[src/rtl/dwmc_pkg.sv]
// Shared types, register codes and symbol-compare functions for the diagonal
// window match counter.
// No dependencies; dwmc_match, dwmc_window and the top level import this package.
package dwmc_pkg;

	// Field widths fixed by the interface
	localparam int unsigned IN_COORD_W = 20;
	localparam int unsigned OUT_COORD_W = 21;
	localparam int unsigned SYM_W = 8;
	localparam int unsigned CFG_IDX_W = 2;
	localparam int unsigned CFG_DATA_W = 7;

	// Register indexes on the configuration port
	localparam logic [CFG_IDX_W-1:0] CFG_WINDOW_LEN = 2'd0;
	localparam logic [CFG_IDX_W-1:0] CFG_MATCH_THRESHOLD = 2'd1;
	localparam logic [CFG_IDX_W-1:0] CFG_COMPARE_MODE = 2'd2;

	// Register reset values
	localparam logic [6:0] WINDOW_LEN_RST = 7'd20;
	localparam logic [6:0] MATCH_THRESHOLD_RST = 7'd16;

	// Compare modes; the unused code never matches
	localparam logic [1:0] MODE_NUC = 2'd0;
	localparam logic [1:0] MODE_AMINO = 2'd1;
	localparam logic [1:0] MODE_REVCOMP = 2'd2;

	localparam logic [SYM_W-1:0] SYM_N = "N";

	typedef struct packed {
		logic                  diag_first;
		logic [IN_COORD_W-1:0] start_a;
		logic [IN_COORD_W-1:0] start_b;
		logic [SYM_W-1:0]      sym_a;
		logic [SYM_W-1:0]      sym_b;
	} in_word_t;

	typedef struct packed {
		logic [OUT_COORD_W-1:0] a_begin;
		logic [OUT_COORD_W-1:0] b_begin;
		logic [OUT_COORD_W-1:0] a_end;
		logic [OUT_COORD_W-1:0] b_end;
	} out_word_t;

	// Per-word control from the top level into the window chain
	typedef struct packed {
		logic step;
		logic clear;
		logic hit;
	} win_ctrl_t;

	typedef enum logic [2:0] {
		CLS_L,
		CLS_S,
		CLS_F,
		CLS_D,
		CLS_K,
		CLS_C,
		CLS_X
	} aa_class_t;

	// Amino-acid similarity class; anything unlisted falls in class X
	function automatic aa_class_t aa_class(input logic [SYM_W-1:0] s);
		aa_class_t c;
		case (s) inside
			"L", "I", "M", "V":      c = CLS_L;
			"S", "P", "T", "A", "G": c = CLS_S;
			"F", "Y", "W":           c = CLS_F;
			"D", "E", "N", "Q":      c = CLS_D;
			"K", "R", "H":           c = CLS_K;
			"C":                     c = CLS_C;
			default:                 c = CLS_X;
		endcase
		return c;
	endfunction

	// Watson-Crick complement check; non-ACGT first symbols never match
	function automatic logic comp_match(input logic [SYM_W-1:0] a, input logic [SYM_W-1:0] b);
		logic m;
		case (a)
			"A":     m = (b == "T");
			"T":     m = (b == "A");
			"G":     m = (b == "C");
			"C":     m = (b == "G");
			default: m = 1'b0;
		endcase
		return m;
	endfunction

	// Effective window length: zero reads as one, clamp to the cell count
	function automatic logic [8:0] eff_len(input logic [6:0] wl, input int unsigned max_w);
		logic [8:0] l;
		l = {2'b00, wl};
		if (l == 9'd0) begin
			l = 9'd1;
		end
		if (l > 9'(max_w)) begin
			l = 9'(max_w);
		end
		return l;
	endfunction

endpackage

[src/rtl/dwmc_match.sv]
// Symbol-pair compare for the three match modes.
// Depends on dwmc_pkg (class and complement functions, mode codes).
module dwmc_match (
	input  logic [dwmc_pkg::SYM_W-1:0] sym_a,
	input  logic [dwmc_pkg::SYM_W-1:0] sym_b,
	input  logic [1:0]                 mode,
	output logic                       hit
);
	import dwmc_pkg::*;

	// Select the rule for the current mode
	always_comb begin
		case (mode)
			MODE_NUC:     hit = (sym_a == sym_b) && (sym_a != SYM_N);
			MODE_AMINO:   hit = (aa_class(sym_a) == aa_class(sym_b));
			MODE_REVCOMP: hit = comp_match(sym_a, sym_b);
			default:      hit = 1'b0;
		endcase
	end

endmodule

[src/rtl/dwmc_cell.sv]
// One cell of the match-bit chain: holds one window bit, hands it on each
// shift, and flags it when it sits at the window's oldest position.
// Depends on nothing.
module dwmc_cell #(
	parameter int unsigned IDX = 0,
	parameter int unsigned LW = 7
) (
	input  logic          clk,
	input  logic          arst_n,
	input  logic          load,
	input  logic          clear,
	input  logic          din,
	input  logic [LW-1:0] len_m1,
	output logic          q,
	output logic          tail
);

	// Take the neighbour's bit, or drop to zero on a new diagonal
	always_ff @(posedge clk or negedge arst_n) begin
		if (!arst_n) begin
			q <= 1'b0;
		end else if (load) begin
			q <= clear ? 1'b0 : din;
		end
	end

	// Offer the bit that leaves the window on the next shift
	assign tail = q && (len_m1 == LW'(IDX));

endmodule

[src/rtl/dwmc_window.sv]
// Sliding match window: chain of dwmc_cell, running match count, fill count
// and the recount sweep that follows a window shrink.
// Depends on dwmc_pkg (win_ctrl_t) and dwmc_cell.
module dwmc_window #(
	parameter int unsigned MAX_WINDOW = 64,
	localparam int unsigned LW = $clog2(MAX_WINDOW + 1)
) (
	input  logic                clk,
	input  logic                arst_n,
	input  dwmc_pkg::win_ctrl_t ctrl,
	input  logic [LW-1:0]       len,
	input  logic [6:0]          thr,
	input  logic                len_wr,
	input  logic [LW-1:0]       len_new,
	output logic                busy,
	output logic                report
);
	import dwmc_pkg::*;

	localparam int unsigned PW = (MAX_WINDOW > 1) ? $clog2(MAX_WINDOW) : 1;

	logic [MAX_WINDOW-1:0] ring;
	logic [MAX_WINDOW-1:0] tail;
	logic [LW-1:0]         count_q;
	logic [LW-1:0]         fill_q;
	logic [LW-1:0]         remain_q;
	logic [LW-1:0]         count_nx;
	logic [LW-1:0]         fill_nx;
	logic [LW-1:0]         len_m1;
	logic [LW-1:0]         orig_idx;
	logic [PW-1:0]         phase_q;
	logic [PW-1:0]         phase_nx;
	logic                  busy_q;
	logic                  shift_en;
	logic                  drop;
	logic                  sweep_take;
	logic                  restart;

	assign len_m1 = len - LW'(1);
	assign shift_en = ctrl.step || busy_q;

	// Cell chain: cell 0 takes the new match bit, or the top bit while rotating
	for (genvar i = 0; i < MAX_WINDOW; i++) begin : g_cell
		logic din;
		if (i == 0) begin : g_head
			assign din = busy_q ? ring[MAX_WINDOW-1] : ctrl.hit;
		end else begin : g_body
			assign din = ring[i-1];
		end
		dwmc_cell #(
			.IDX (i),
			.LW  (LW)
		) u_cell (
			.clk    (clk),
			.arst_n (arst_n),
			.load   (shift_en),
			.clear  (ctrl.step && ctrl.clear && (i != 0)),
			.din    (din),
			.len_m1 (len_m1),
			.q      (ring[i]),
			.tail   (tail[i])
		);
	end

	// Slide the count: add the new bit, drop the oldest once the window is full
	assign drop = (fill_q == len) && (|tail);

	always_comb begin
		if (ctrl.clear) begin
			count_nx = LW'(ctrl.hit);
			fill_nx = LW'(1);
		end else begin
			count_nx = count_q + LW'(ctrl.hit) - LW'(drop);
			fill_nx = (fill_q == len) ? fill_q : fill_q + LW'(1);
		end
	end

	assign report = ctrl.step && (fill_nx == len) && ({2'b00, thr} <= 9'(count_nx));

	// Recount: rotate the chain once round and count bits below the new fill
	assign phase_nx = (phase_q == PW'(MAX_WINDOW - 1)) ? '0 : phase_q + PW'(1);
	assign orig_idx = LW'(MAX_WINDOW - 1) - LW'(phase_q);
	assign sweep_take = ring[MAX_WINDOW-1] && (orig_idx < fill_q) && (remain_q != '0);
	assign restart = len_wr && (fill_q > len_new);

	always_ff @(posedge clk or negedge arst_n) begin
		if (!arst_n) begin
			count_q <= '0;
			fill_q <= '0;
			remain_q <= '0;
			phase_q <= '0;
			busy_q <= 1'b0;
		end else begin
			if (restart) begin
				fill_q <= len_new;
				count_q <= '0;
				remain_q <= LW'(MAX_WINDOW);
				busy_q <= 1'b1;
			end else if (busy_q) begin
				count_q <= count_q + LW'(sweep_take);
				if (remain_q != '0) begin
					remain_q <= remain_q - LW'(1);
				end
				if ((remain_q <= LW'(1)) && (phase_nx == '0)) begin
					busy_q <= 1'b0;
				end
			end else if (ctrl.step) begin
				count_q <= count_nx;
				fill_q <= fill_nx;
			end
			if (busy_q) begin
				phase_q <= phase_nx;
			end
		end
	end

	assign busy = busy_q;

	// The count covers only bits inside the fill
	a_count_in_fill: assert property (@(posedge clk) disable iff (!arst_n)
		count_q <= fill_q)
		else $error("match count exceeds fill count");

	// Outside a recount the fill never passes the window length
	a_fill_in_len: assert property (@(posedge clk) disable iff (!arst_n)
		!busy_q |-> (fill_q <= len))
		else $error("fill count beyond window length");

	// A recount leaves the chain in its original orientation
	a_sweep_aligned: assert property (@(posedge clk) disable iff (!arst_n)
		$fell(busy_q) |-> (phase_q == '0))
		else $error("recount ended with the chain rotated");

endmodule

[src/rtl/diagonal_window_match_counter.sv]
// Top level of the diagonal window match counter: configuration registers,
// coordinate tracking, result stage and output register.
// Depends on dwmc_pkg, dwmc_match and dwmc_window.
//
//  channel  | direction | handshake            | word
//  ---------+-----------+----------------------+-----------------------------
//  in       | in        | in_valid / in_ready  | in_data  (dwmc_pkg::in_word_t)
//  out      | out       | out_valid / out_ready| out_data (dwmc_pkg::out_word_t)
//  cfg      | in        | cfg_wen              | cfg_idx, cfg_wdata
//
// One symbol pair per cycle while in_ready is high; a hit passes from the edge that takes
// its pair through the result stage and the output register to out_valid.
// A window_len write that cuts the current fill starts a recount that rotates
// the cell chain once round (further if rewritten meanwhile) with in_ready low;
// writes are taken throughout.
// A stalled output holds its word; the coordinate stage still takes one more hit.
// Reset clears the window, coordinates and registers to their defaults.
module diagonal_window_match_counter #(
	parameter int unsigned MAX_WINDOW = 64,
	parameter int unsigned COORD_BITS = 20
) (
	input  logic                                clk,
	input  logic                                arst_n,
	input  logic                                in_valid,
	output logic                                in_ready,
	input  dwmc_pkg::in_word_t                  in_data,
	output logic                                out_valid,
	input  logic                                out_ready,
	output dwmc_pkg::out_word_t                 out_data,
	input  logic                                cfg_wen,
	input  logic [dwmc_pkg::CFG_IDX_W-1:0]      cfg_idx,
	input  logic [dwmc_pkg::CFG_DATA_W-1:0]     cfg_wdata
);
	import dwmc_pkg::*;

	localparam int unsigned LW = $clog2(MAX_WINDOW + 1);
	localparam int unsigned CB = COORD_BITS;

	logic [6:0]        window_len_q;
	logic [6:0]        match_threshold_q;
	logic [1:0]        compare_mode_q;
	logic [CB-1:0]     pos_a_q;
	logic [CB-1:0]     pos_b_q;
	logic [LW-1:0]     len_eff;
	logic [LW-1:0]     len_new;
	logic              len_wr;
	logic              accept;
	logic              hit;
	logic              busy;
	logic              report;
	logic              rev;
	logic [CB-1:0]     ca;
	logic [CB-1:0]     cb;
	win_ctrl_t         ctrl;

	logic              valid_s1;
	logic [CB-1:0]     ca_s1;
	logic [CB-1:0]     cb_s1;
	logic [LW-1:0]     back_s1;
	logic              rev_s1;
	logic              adv_s1;

	logic              out_valid_q;
	out_word_t         out_data_q;
	logic              out_adv;
	logic [CB-1:0]     ba;
	logic [CB-1:0]     bb;
	logic [CB:0]       ba_p1;
	logic [CB:0]       bb_p1;
	logic [CB:0]       ca_p1;
	logic [CB:0]       cb_p1;

	// Configuration registers
	always_ff @(posedge clk or negedge arst_n) begin
		if (!arst_n) begin
			window_len_q <= WINDOW_LEN_RST;
			match_threshold_q <= MATCH_THRESHOLD_RST;
			compare_mode_q <= MODE_NUC;
		end else if (cfg_wen) begin
			case (cfg_idx)
				CFG_WINDOW_LEN:      window_len_q <= cfg_wdata;
				CFG_MATCH_THRESHOLD: match_threshold_q <= cfg_wdata;
				CFG_COMPARE_MODE:    compare_mode_q <= cfg_wdata[1:0];
				default:             ;
			endcase
		end
	end

	assign len_eff = LW'(eff_len(window_len_q, MAX_WINDOW));
	assign len_new = LW'(eff_len(cfg_wdata, MAX_WINDOW));
	assign len_wr = cfg_wen && (cfg_idx == CFG_WINDOW_LEN);

	// Input handshake: stall during a recount or when the result path is full
	assign out_adv = !out_valid_q || out_ready;
	assign adv_s1 = !valid_s1 || out_adv;
	assign in_ready = !busy && adv_s1;
	assign accept = in_valid && in_ready;

	dwmc_match u_match (
		.sym_a (in_data.sym_a),
		.sym_b (in_data.sym_b),
		.mode  (compare_mode_q),
		.hit   (hit)
	);

	assign ctrl = '{step: accept, clear: in_data.diag_first, hit: hit};

	dwmc_window #(
		.MAX_WINDOW (MAX_WINDOW)
	) u_window (
		.clk     (clk),
		.arst_n  (arst_n),
		.ctrl    (ctrl),
		.len     (len_eff),
		.thr     (match_threshold_q),
		.len_wr  (len_wr),
		.len_new (len_new),
		.busy    (busy),
		.report  (report)
	);

	// Coordinates of this pair: restart on a new diagonal, else continue
	assign rev = (compare_mode_q == MODE_REVCOMP);
	assign ca = in_data.diag_first ? CB'(in_data.start_a) : pos_a_q;
	assign cb = in_data.diag_first ? CB'(in_data.start_b) : pos_b_q;

	always_ff @(posedge clk or negedge arst_n) begin
		if (!arst_n) begin
			pos_a_q <= '0;
			pos_b_q <= '0;
		end else if (accept) begin
			pos_a_q <= rev ? ca - CB'(1) : ca + CB'(1);
			pos_b_q <= cb + CB'(1);
		end
	end

	// Result stage: hold the end coordinates and span of a hit
	always_ff @(posedge clk or negedge arst_n) begin
		if (!arst_n) begin
			valid_s1 <= 1'b0;
		end else if (adv_s1) begin
			valid_s1 <= accept && report;
		end
	end

	always_ff @(posedge clk) begin
		if (adv_s1) begin
			ca_s1 <= ca;
			cb_s1 <= cb;
			back_s1 <= len_eff - LW'(1);
			rev_s1 <= rev;
		end
	end

	// Window begin coordinates and the 1-based offset
	assign ba = rev_s1 ? ca_s1 + CB'(back_s1) : ca_s1 - CB'(back_s1);
	assign bb = cb_s1 - CB'(back_s1);
	assign ba_p1 = {1'b0, ba} + (CB + 1)'(1);
	assign bb_p1 = {1'b0, bb} + (CB + 1)'(1);
	assign ca_p1 = {1'b0, ca_s1} + (CB + 1)'(1);
	assign cb_p1 = {1'b0, cb_s1} + (CB + 1)'(1);

	// Output register: advance when empty or taken
	always_ff @(posedge clk or negedge arst_n) begin
		if (!arst_n) begin
			out_valid_q <= 1'b0;
		end else if (out_adv) begin
			out_valid_q <= valid_s1;
		end
	end

	always_ff @(posedge clk) begin
		if (out_adv) begin
			out_data_q.a_begin <= OUT_COORD_W'(ba_p1);
			out_data_q.b_begin <= OUT_COORD_W'(bb_p1);
			out_data_q.a_end <= OUT_COORD_W'(ca_p1);
			out_data_q.b_end <= OUT_COORD_W'(cb_p1);
		end
	end

	assign out_valid = out_valid_q;
	assign out_data = out_data_q;

	// A new diagonal restarts the second-sequence coordinate from its start
	a_diag_restart: assert property (@(posedge clk) disable iff (!arst_n)
		(accept && in_data.diag_first) |=>
			(pos_b_q == $past(CB'(in_data.start_b) + CB'(1))))
		else $error("second coordinate did not restart on a new diagonal");

endmodule
[config.mk]
export PLATFORM = sky130hd
export DESIGN_NAME = diagonal_window_match_counter
export DESIGN_NICKNAME = d
export VERILOG_FILES = /design/src/rtl/dwmc_pkg.sv /design/src/rtl/dwmc_match.sv /design/src/rtl/dwmc_cell.sv /design/src/rtl/dwmc_window.sv /design/src/rtl/diagonal_window_match_counter.sv
export SDC_FILE = /design/constraint.sdc
export NUM_CORES = 1
export LEC_CHECK = 0
export ABC_AREA = 1
export BUFFER_PORTS_ARGS = -buffer_cell sky130_fd_sc_hd__clkbuf_2
export CORE_MARGIN = 2
export CORE_UTILIZATION = 55
export CTS_BUF_LIST = sky130_fd_sc_hd__clkbuf_16
export CTS_CLUSTER_DIAMETER = 120
export DETAILED_ROUTE_END_ITERATION = 7
export PLACE_DENSITY = 0.74
export SYNTH_ARGS = -nofsm -noshare
export SYNTH_HDL_FRONTEND = slang
export SYNTH_SLANG_ARGS = --single-unit
[constraint.sdc]
create_clock -name clk -period 7.15 [get_ports clk]
set_clock_uncertainty 0.05 [all_clocks]
set_input_delay 0.3575 -clock clk [delete_from_list [all_inputs] [get_ports clk]]
set_output_delay 0.3575 -clock clk [all_outputs]
set_load 0.02 [all_outputs]
== Yosys cells after proc, flatten, opt, wreduce, memory -nomap -nowiden ==
Cells that the tools add are included.
Word-level totals
  bits in registers: 282
  input bits: 71
  logic and storage cells: 436
Operators by class
  $add $sub $neg: 18
  $lt $le $gt $ge: 6
  eq/ne operators: 114
  muxes and demuxes: 104
  reductions and logical operators: 110
Operators with widths (number)
  8-bit by 7-bit equality test with 1-bit output (second input constant): 40
  7-bit by 6-bit equality test with 1-bit output (second input constant): 32
  7-bit by 5-bit equality test with 1-bit output (second input constant): 16
  7-bit two-way mux: 16
  20-bit by 1-bit adder with 21-bit output (second input constant): 4
  20-bit two-way mux: 4
  1-bit logical AND: 77
  1-bit two-way mux: 67
  64-bit OR reduction: 1
  7-bit by 4-bit equality test with 1-bit output (second input constant): 8
  20-bit by 1-bit adder with 20-bit output (second input constant): 2
  20-bit by 7-bit subtractor with 20-bit output: 2
  3-bit two-way mux: 12
  7-bit by 3-bit equality test with 1-bit output (second input constant): 4
  7-bit zero test: 3
  20-bit by 7-bit adder with 20-bit output: 1
  20-bit by 1-bit subtractor with 20-bit output (second input constant): 1
  9-bit by 7-bit > comparator with 1-bit output (second input constant): 2
  4-bit OR reduction: 4
  7-bit by 1-bit adder with 7-bit output: 2
  7-bit by 2-bit equality test with 1-bit output (second input constant): 2
  7-bit equality test: 2
  7-bit by 1-bit subtractor with 7-bit output (second input constant): 2
  3-bit OR reduction: 4
  29 further kinds: 44

== Depth between registers and ports, before layout ==
Gate-level depths: netlist of the first run.
  depth after elaboration: 16
  depth in mapped cells: 41
  mapped depth without buffers: 39

== By module ==
From an unflattened synthesis of the first run, not the netlist that was laid out.
Second synthesis, totals
  cell total of the unflattened synthesis: 3015
  area total of the unflattened synthesis: 21124.0 um^2
By module, submodules not included
  diagonal_window_match_counter: times used 1, cells an instance 1519, area each 12234.2 um^2, seq. area each 5418.9 um^2
  dwmc_window: times used 1, cells an instance 437, area each 3060.4 um^2, seq. area each 700.7 um^2
  dwmc_cell (u_window.g_cell[10].u_cell ...): times used 22, cells an instance 14, area each 78.8 um^2, seq. area each 25.0 um^2
  dwmc_cell (u_window.g_cell[12].u_cell ...): times used 12, cells an instance 13, area each 75.1 um^2, seq. area each 25.0 um^2
  dwmc_cell (u_window.g_cell[13].u_cell ...): times used 10, cells an instance 14, area each 81.3 um^2, seq. area each 25.0 um^2
  dwmc_match: times used 1, cells an instance 179, area each 807.0 um^2, seq. area each 0.0 um^2
  dwmc_cell (u_window.g_cell[19].u_cell ...): times used 8, cells an instance 15, area each 82.6 um^2, seq. area each 25.0 um^2
  dwmc_cell (u_window.g_cell[0].u_cell ...): times used 5, cells an instance 12, area each 71.3 um^2, seq. area each 25.0 um^2
  dwmc_cell (u_window.g_cell[11].u_cell ...): times used 3, cells an instance 13, area each 77.6 um^2, seq. area each 25.0 um^2
  dwmc_cell (u_window.g_cell[61].u_cell ...): times used 2, cells an instance 15, area each 80.1 um^2, seq. area each 25.0 um^2
  dwmc_cell (u_window.g_cell[63].u_cell): times used 1, cells an instance 14, area each 83.8 um^2, seq. area each 25.0 um^2
  dwmc_cell (u_window.g_cell[60].u_cell): times used 1, cells an instance 13, area each 80.1 um^2, seq. area each 25.0 um^2

== Least setup slack after synthesis of the first run ==
OpenSTA, ideal clock, no wires.
  path kind: register to register
  from: register window_len_q[2]
  to: register valid_s1
  data arrival time: 4.813 ns
  required time: 6.995 ns
  setup slack: 2.181 ns
  stages on the path, launching flop included: 40
  path buffers: 2
  cell sequence: dfstp_2 -> buf_6 -> nor2_4 -> nand3_2 -> nand2_1 -> nand2_2 -> ha_1 -> nand3b_1 -> nand2_2 -> buf_6 -> nand3_1 -> nor2_1 -> nor2_1 -> nand2_1 -> nor2_1 -> nand2_1 -> nand2_1 -> nand2_1 -> (+4 left out) -> ha_1 -> inv_1 -> fa_1 -> inv_1 -> a21oi_1 -> o21ai_0 -> nand2_1 -> nand2_1 -> a21oi_1 -> xor2_1 -> or2_2 -> ha_1 -> nand3_1 -> o32ai_1 -> nand3_1 -> nor2_1 -> nand3_1 -> nand2_1
Between the ends
  word-level cells in the longest chain between the ends: 14
RTL lines
  from (decl): RTL line diagonal_window_match_counter.sv:39  | logic [6:0] window_len_q;
  from (signal assigned): RTL line diagonal_window_match_counter.sv:81  | CFG_WINDOW_LEN: window_len_q <= cfg_wdata;
  7-bit zero test: RTL line dwmc_pkg.sv:93  | if (l == 9'd0) begin
  7-bit two-way mux *: RTL line dwmc_pkg.sv:93
  9-bit by 7-bit > comparator with 1-bit output: RTL line dwmc_pkg.sv:96  | if (l > 9'(max_w)) begin
  7-bit two-way mux *: RTL line dwmc_pkg.sv:96
  7-bit by 1-bit subtractor with 7-bit output *: RTL line dwmc_window.sv:39  | assign len_m1 = len - LW'(1);
  named net u_window.g_cell[0].u_cell.len_m1[0]: RTL line dwmc_cell.sv:13  | input logic [LW-1:0] len_m1,
  7-bit by 6-bit equality test with 1-bit output, or another cell as far along: RTL line dwmc_cell.sv:28  | assign tail = q && (len_m1 == LW'(IDX));
  1-bit logical AND: RTL line dwmc_cell.sv:28
  64-bit OR reduction *: RTL line dwmc_window.sv:66  | assign drop = (fill_q == len) && (|tail);
  1-bit logical AND *: RTL line dwmc_window.sv:66
  7-bit by 1-bit subtractor with 7-bit output *: RTL line dwmc_window.sv:73  | count_nx = count_q + LW'(ctrl.hit) - LW'(drop);
  7-bit two-way mux *: RTL line dwmc_window.sv:69  | if (ctrl.clear) begin
  7-bit less-or-equal comparator *: RTL line dwmc_window.sv:78  | assign report = ctrl.step && (fill_nx == len) && ({2'b00, thr} <= 9'(count_nx));
  1-bit logical AND *: RTL line dwmc_window.sv:78
  1-bit logical AND *: RTL line diagonal_window_match_counter.sv:142  | valid_s1 <= accept && report;
  to (signal assigned): RTL line diagonal_window_match_counter.sv:142
  to (decl): RTL line diagonal_window_match_counter.sv:56  | logic valid_s1;
The timed path passes the listed nets; every way through them passes the cells marked *.
A chain may end at the register's enable or synchronous reset.

== Worst setup path after layout of the first run ==
Same ends and word-level chain as after synthesis.

==> results of run 1 <==
-- routing by layer --
| layer | wire, um | part of all wire, % |
|---|---|---|
| met1 | 20500 | 44 |
| met2 | 21800 | 47 |
| met3 | 2370 | 5.1 |
| met4 | 1510 | 3.3 |
| met5 | 0 | 0 |
-- power by group through the flow --
stage | sequential (mW) | combinational [mW] | clock (mW)
after global routing | 2.14 | 2.49 | 1.81
after floorplan | 2.23 | 1.52 | 0
after CTS | 2.11 | 2.20 | 1.75
final | 2.11 | 2.22 | 1.71
after detailed placement | 2.14 | 2.19 | 0
after global placement | 2.13 | 2.13 | 0
-- sequential cells by signal (all words and copies together), names as in the netlist --
signal	cells
cb_s1	20
pos_a_q	20
rev_s1	1
match_threshold_q	7
u_window.busy	1
compare_mode_q	2
out_valid	1
u_window.remain_q	7
valid_s1	1
u_window.phase_q	6
u_window.fill_q	7
back_s1	7
u_window.count_q	7
u_window.g_cell.u_cell.q	64
ca_s1	20
out_data	84
pos_b_q	20
window_len_q	7
-- cell usage after synthesis (all sizes together), types with 35 or more instances --
| cell type | n | share of area (%) |
|---|---|---|
| nand4 | 61 | 2.1 |
| xnor2 | 35 | 1.7 |
| o21ai | 171 | 4.8 |
| inv | 296 | 6.1 |
| nor3 | 36 | 1.3 |
| ha | 92 | 6.3 |
| edfxtp | 132 | 22 |
| a21oi | 77 | 2.1 |
| nand2 | 505 | 11 |
| nor2 | 209 | 4.8 |
| xor2 | 114 | 5.5 |
| dfrtp | 147 | 20 |
| nand3 | 171 | 5.0 |
-- cells by family (layout without fill, tap and decap cells) --
family	count (synthesis)	count (layout)	synth area share, %
AOI/OAI and AO/OA	321	321	9.98
xor gates and xnor gates	149	149	7.24
adders and majority gates	96	96	6.79
buffers and inverters	352	526	7.62
DFF	282	282	42.6
muxes	1	1	0.0552
and+or+nand+nor	1025	1025	25.7
-- critical path, delay by kind of cell, from the launching register on --
family          cells  cell delay (ns)
fa+ha+maj           5             1.36
buf+inv             4             0.38
xor+xnor            1             0.14
flops               1             0.63
compound gates      4             0.68
simple gates       24             2.83
-- through the flow --
stage	util, %	cells
detailed placement	59.3	2779
CTS	62.8	2842
finish	62.8	2842
global placement	59.3	2779
global route	62.8	2842
floorplan	-	2226
-- final cells by class --
| class | instances | area [um2] | share of cell area, % |
|---|---|---|---|
| Inverter | 298 | 1120 | 5.48 |
| Clock buffer | 36 | 901 | 4.41 |
| Multi-Input combinational cell | 1592 | 9050 | 44.3 |
| Clock inverter | 26 | 216 | 1.06 |
| Sequential cell | 282 | 7720 | 37.8 |
| Timing Repair Buffer | 166 | 865 | 4.23 |
| Tap cell | 442 | 553 | 2.71 |
-- path summary, 6_finish.rpt --
| path | slack [ns] | depth (start not counted) | startpoint | endpoint |
|---|---|---|---|---|
| setup reg to reg | 1.0 | 38 | window_len_q[2] | valid_s1 |
| max in group asynchronous | 5.23 | 3 | arst_n | u_window.phase_q[1] |
| hold / removal | 0.09 | 3 | cfg_wdata[4] | match_threshold_q[4] |
| min in group asynchronous | 0.37 | 2 | arst_n | u_window.g_cell[61].u_cell.q |
| hold reg to reg | 0.43 | 2 | pos_b_q[19] | pos_b_q[19] |
| setup / recovery | 1.0 | 38 | window_len_q[2] | valid_s1 |
==> summary.txt, run 1 <==
Routing
  • Total routed wirelength: about 46 mm
  • Iteration-0 DRC Markers: 1093
  • ANT nets after route: 0
  • Average wire length per cell after detail routing: 16.3 um
  • Vias per inst: approximately 5.5
  • Drt first pass iters: 7
  • Via Count: 15500
  • Post-route DRC: 0

Clock tree
  • Num CTS Buffers: 34
  • Post-CTS setup-driven buffer insertion count: 0
  • Number of buffers between clock root and the deepest sink: 3
  • Number of sinks handled by clock tree synthesis: 282
  • Root cell of the clock tree: sky130_fd_sc_hd__clkbuf_16
  • Post-CTS resize count: 0
  • Skew-Pair Late Insertion Delay: 0.52 ns
  • Number of buffers inserted by hold repair at cts: 1
  • CTS tree: built
  • Post-CTS clock slew at the launch and capture registers of the worst setup and hold paths: 0.06 ns
  • Deepest level of the CTS H-tree: 2

Power and ir drop
  • Power share of the combinational group: 36.7%
  • Proportion of total power due to net switching: between 30% and 40%
  • Tot Pwr: 6.04 mW
  • IR drop worst, VDD: 182 uV
  • Leakage power of the design: 10.2 nW
  • Cell Int Power: 3.73 mW
  • Clock power frac: between 20% and 30%
  • Sequential share of power: between 30% and 40%
  • Ratio of total power to cell area: 296 nW/um2
  • Switching power summed over all nets: 2.31 mW

Global routing
  • Met1 track demand over resource in global routing: 35.9%
  • Overflow left after global routing: 0
  • Number of global-route vias before repair: 15000
  • Global-route wire length before repair: 74.8 mm
  • Pin count of the biggest net entering global routing: 88
  • Tot GR Track Use: 27.3%
  • Met3 Resource Use GR: between 4 and 5%
  • Initial antenna violation count: 0
  • Peak-usage layer in the global routing report: met2
  • Met2 GRT Util: a little under half

Timing
  • FMAX: 0.163 GHz
  • Smallest hold slack: ~0.091 ns
  • Worst setup margin: 0.999 ns
  • Time the worst path needs with I/O delays and setup: 6.15 ns
  • Worst slew margin: 35.7%
  • Post-route clock period utilization: 86.0%
  • Final-report hold violation count: 0
  • Max Slew Vio Count: 0
  • Actual slew at the worst max-slew pin: a little under 1 ns
  • Final setup violating endpoints: 0
  • RSZ-0062 raised after global routing: no
  • Setup total negative slack: 0 ns

Setup path
  • Most common cell on crit path: sky130_fd_sc_hd__nand2_1
  • Worst setup path category: reg -> reg
  • Crit Path Max Fanout: 15
  • Startpoint types: flip-flop
  • Critical Path Max Stage Delay: between 0.6 and 0.7 ns
  • CP required: around 7.5 ns
  • Data arrival time of the critical path: 6.55 ns
  • Slowest stage cell on the critical path: sky130_fd_sc_hd__dfstp_2
  • Critical path endpoint category: flip-flop

Run status
  • Outcome: finished clean

Die
  • Placeable Area: 32500 um2
  • Initial Util: 55.7%
  • I/O pins: 157
  • Row Count: 66
  • Vertical die dimension: 186 um
  • Floorplan die width: about 190 um
  • DIE AREA: approximately 34000 um2

Placed design
  • Gpl congestion: 0.942
  • Half-perimeter wire length of the detailed placement result: around 35 mm
  • Port Buffers: roughly 160
  • Placed instance area: 19300 um2
  • Post-placement worst setup slack: 1.01 ns

Layout
  • Number of nets in the layout: 2541
  • Fraction of final layout cells sized beyond drive strength 1: 13.4%
  • Commonest cells after routing, fill and taps aside: sky130_fd_sc_hd__nand2_1, sky130_fd_sc_hd__inv_1, sky130_fd_sc_hd__nor2_1
  • # diodes: 0
  • Final-layout fill cell count: slightly below 3000
  • Finished Cell Area: 20400 um2
  • Commonest non-fill, non-tap cell in the layout: sky130_fd_sc_hd__nand2_1
  • Signed area change from the synthesized netlist to the final layout: 12.6%

Min path
  • Path type of the worst min-delay path: in -> reg

Synth
  • Synth Cell Area: 18100 um2
  • Average footprint of a synthesized cell: roughly 8.1 um2
  • Distinct cells, synth: 61
  • Ys Warns: 0
  • Number of synthesized flops with an enable pin: between 100 and 150
  • Mapped Cells: 2226
  • Share of the yosys chip area belonging to registers: 42.6%
  • Leading register cell type out of synthesis: sky130_fd_sc_hd__dfrtp_1
  • FFs w/ async S/R, synth: 53.2%
  • Net count of the mapped netlist: about 2400
  • Flip-flop and latch count after synthesis: between 200 and 300

Job
  • Number of max-capacitance violations reported: 0
Note: power is estimated with default switching activity, not from simulation.
==> inputs of run 2 (changes only) <==
--- a/config.mk
+++ b/config.mk
@@ -9,7 +9,6 @@
 export BUFFER_PORTS_ARGS = -buffer_cell sky130_fd_sc_hd__clkbuf_2
 export CORE_MARGIN = 2
 export CORE_UTILIZATION = 55
-export CTS_BUF_LIST = sky130_fd_sc_hd__clkbuf_16
 export CTS_CLUSTER_DIAMETER = 120
 export DETAILED_ROUTE_END_ITERATION = 7
 export PLACE_DENSITY = 0.74
==> summary.txt, run 2 (synthesis results as in run 1) <==
Min path
  • Hold-critical path endpoint: match_threshold_q[4]
  • Path type of the worst min-delay path: in -> reg
  • Hold Crit Start: cfg_wdata[4]
  • Hold depth: 3

Die
  • DIE AREA: 34400 um2
  • Initial Util: 55.7%
  • Placeable Area: 32500 um2
  • I/O pins: 157
  • Vertical die dimension: 186 um
  • Floorplan die width: about 190 um
  • Row Count: 66

Setup path
  • Worst Reg-to-Reg Cells: 38
  • Startpoint types: flip-flop
  • Critical Path Max Stage Delay: 0.63 ns
  • Reg2Reg Capture Point: valid_s1
  • CP required: 7.55 ns
  • Most common cell on crit path: sky130_fd_sc_hd__nand2_1
  • Reg-to-reg slack, setup: 1.02 ns
  • Critical path endpoint category: flip-flop
  • Reg-to-reg critical path startpoint: window_len_q[2]
  • Crit Path Max Fanout: 15
  • Slowest stage cell on the critical path: sky130_fd_sc_hd__dfstp_2
  • Data arrival time of the critical path: 6.53 ns
  • Worst setup path category: reg -> reg

Routing
  • Via Count: 15600
  • Vias per inst: 5.47
  • Iteration-0 DRC Markers: 1099
  • ANT nets after route: 0
  • Post-route DRC: 0
  • Average wire length per cell after detail routing: 16.3 um
  • Total routed wirelength: approximately 46 mm
  • Drt first pass iters: 7

Layout
  • Number of nets in the layout: 2541
  • Signed area change from the synthesized netlist to the final layout: 12.8%
  • Commonest cells after routing, fill and taps aside: sky130_fd_sc_hd__nand2_1, sky130_fd_sc_hd__inv_1, sky130_fd_sc_hd__nor2_1
  • Final-layout fill cell count: 2907
  • Max reg flops: 84
  • Non-filler cells, final: approximately 2800
  • Final core occ: 62.9%
  • Fraction of final layout cells sized beyond drive strength 1: roughly 14%
  • Finished Cell Area: 20500 um2
  • Commonest non-fill, non-tap cell in the layout: sky130_fd_sc_hd__nand2_1
  • # diodes: 0

Timing
  • FMAX: 0.163 GHz
  • Smallest hold slack: 0.0914 ns
  • Final-report hold violation count: 0
  • Time the worst path needs with I/O delays and setup: between 6 and 7 ns
  • Final setup violating endpoints: 0
  • Max Slew Vio Count: 0
  • Actual slew at the worst max-slew pin: between 0.9 and 1 ns
  • Worst slew margin: 36.0%
  • RSZ-0062 raised after global routing: no
  • Post-route clock period utilization: 85.7%
  • Setup total negative slack: 0 ns

Placed design
  • Placed Instances: 2779
  • Placed instance area: 19300 um2
  • Gpl congestion: 0.942
  • Half-perimeter wire length of the detailed placement result: 34.9 mm
  • Port Buffers: between 150 and 200

Global routing
  • Initial antenna violation count: 0
  • Number of global-route vias before repair: 15000
  • Global-route wire length before repair: 74.8 mm
  • Pin count of the biggest net entering global routing: 88
  • Tot GR Track Use: between 20% and 30%
  • Overflow left after global routing: 0

Clock tree
  • Number of buffers between clock root and the deepest sink: 3
  • Root cell of the clock tree: sky130_fd_sc_hd__clkbuf_16
  • Post-CTS resize count: 0
  • Post-CTS clock slew at the launch and capture registers of the worst setup and hold paths: 0.06 ns
  • CTS tree: built
  • Num CTS Buffers: 34
  • Number of sinks handled by clock tree synthesis: 282
  • Deepest level of the CTS H-tree: 2
  • Skew-Pair Late Insertion Delay: 0.52 ns
  • Post-CTS setup-driven buffer insertion count: 0

Run status
  • Outcome: finished clean

Job
  • Number of max-capacitance violations reported: 0

Power and ir drop
  • IR drop worst, VDD: 185 uV
  • Leakage power of the design: 10.1 nW
  • Ratio of total power to cell area: 298 nW/um2
[run 2: changes by cell type in the layout (fill, tap and decap cells not counted)]
cell | before | now
sky130_fd_sc_hd__inv_1 | 296 | 289
sky130_fd_sc_hd__clkinv_1 | 5 | 2
sky130_fd_sc_hd__clkbuf_1 | 0 | 7
sky130_fd_sc_hd__clkbuf_8 | 0 | 3
[run 2: through the flow]
stage	setup WS, ns	power (mW)
2_1_floorplan	2.18	3.75
3_3_place_gp	1.11	4.26
3_5_place_dp	1.01	4.32
4_1_cts	0.985	6.10
5_1_grt	0.370	6.48
6_report	1.02	6.09
[run 2: worst max-delay path by stage]
| stage | startpoint | end | slack (ns) | cells past startpoint |
|---|---|---|---|---|
| after global placement | window_len_q[2] | valid_s1 | 1.11 | 37 |
| after global routing | window_len_q[2] | valid_s1 | 0.37 | 37 |
| final | window_len_q[2] | valid_s1 | 1.02 | 38 |
| after detailed placement | window_len_q[2] | valid_s1 | 1.01 | 37 |
| after floorplan | window_len_q[2] | valid_s1 | 2.18 | 39 |
| after CTS | window_len_q[2] | valid_s1 | 0.98 | 37 |
[run 2: area by class of cell]
cell class | count | area [um2] | share of cell area (%)
sequential | 282 | 7720 | 37.8
tap | 442 | 553 | 2.70
multi-input combinational | 1592 | 9050 | 44.2
clock inverter | 16 | 179 | 0.875
timing repair buffer | 166 | 865 | 4.23
inverter | 298 | 1120 | 5.47
clock buffer | 46 | 968 | 4.73
[run 2: layer usage]
layer / up-vias / track usage, % / share of wire [%]
li1: 7713 / - / -
met4: 0 / 9.92 / 3.3
met1: 7307 / 35.9 / 44
met5: - / 0 / 0
met3: 102 / 4.11 / 5.2
met2: 429 / 45.8 / 47
[run 2: critical path: cells and delay by family (launching register included)]
| family | cells | cell delay [ns] |
|---|---|---|
| DFF | 1 | 0.63 |
| AOI/OAI and AO/OA | 4 | 0.68 |
| adders and majority gates | 5 | 1.35 |
| xor gates and xnor gates | 1 | 0.14 |
| and+or+nand+nor | 24 | 2.81 |
| buffers and inverters | 4 | 0.38 |
[run 2: what timing repair did]
item	4_1_cts	5_1_grt
hold buffers	1	0
hold endpoints to repair	75	0
endpoints found under the setup margin	0	0
[run 2: report_power, final]
group	internal (mW)	leakage (nW)	switching [mW]	total [mW]
clock	1.07	0.570	0.691	1.76
sequential	1.95	3.26	0.155	2.11
combinational	0.748	6.32	1.47	2.22
total	3.77	10.1	2.32	6.09
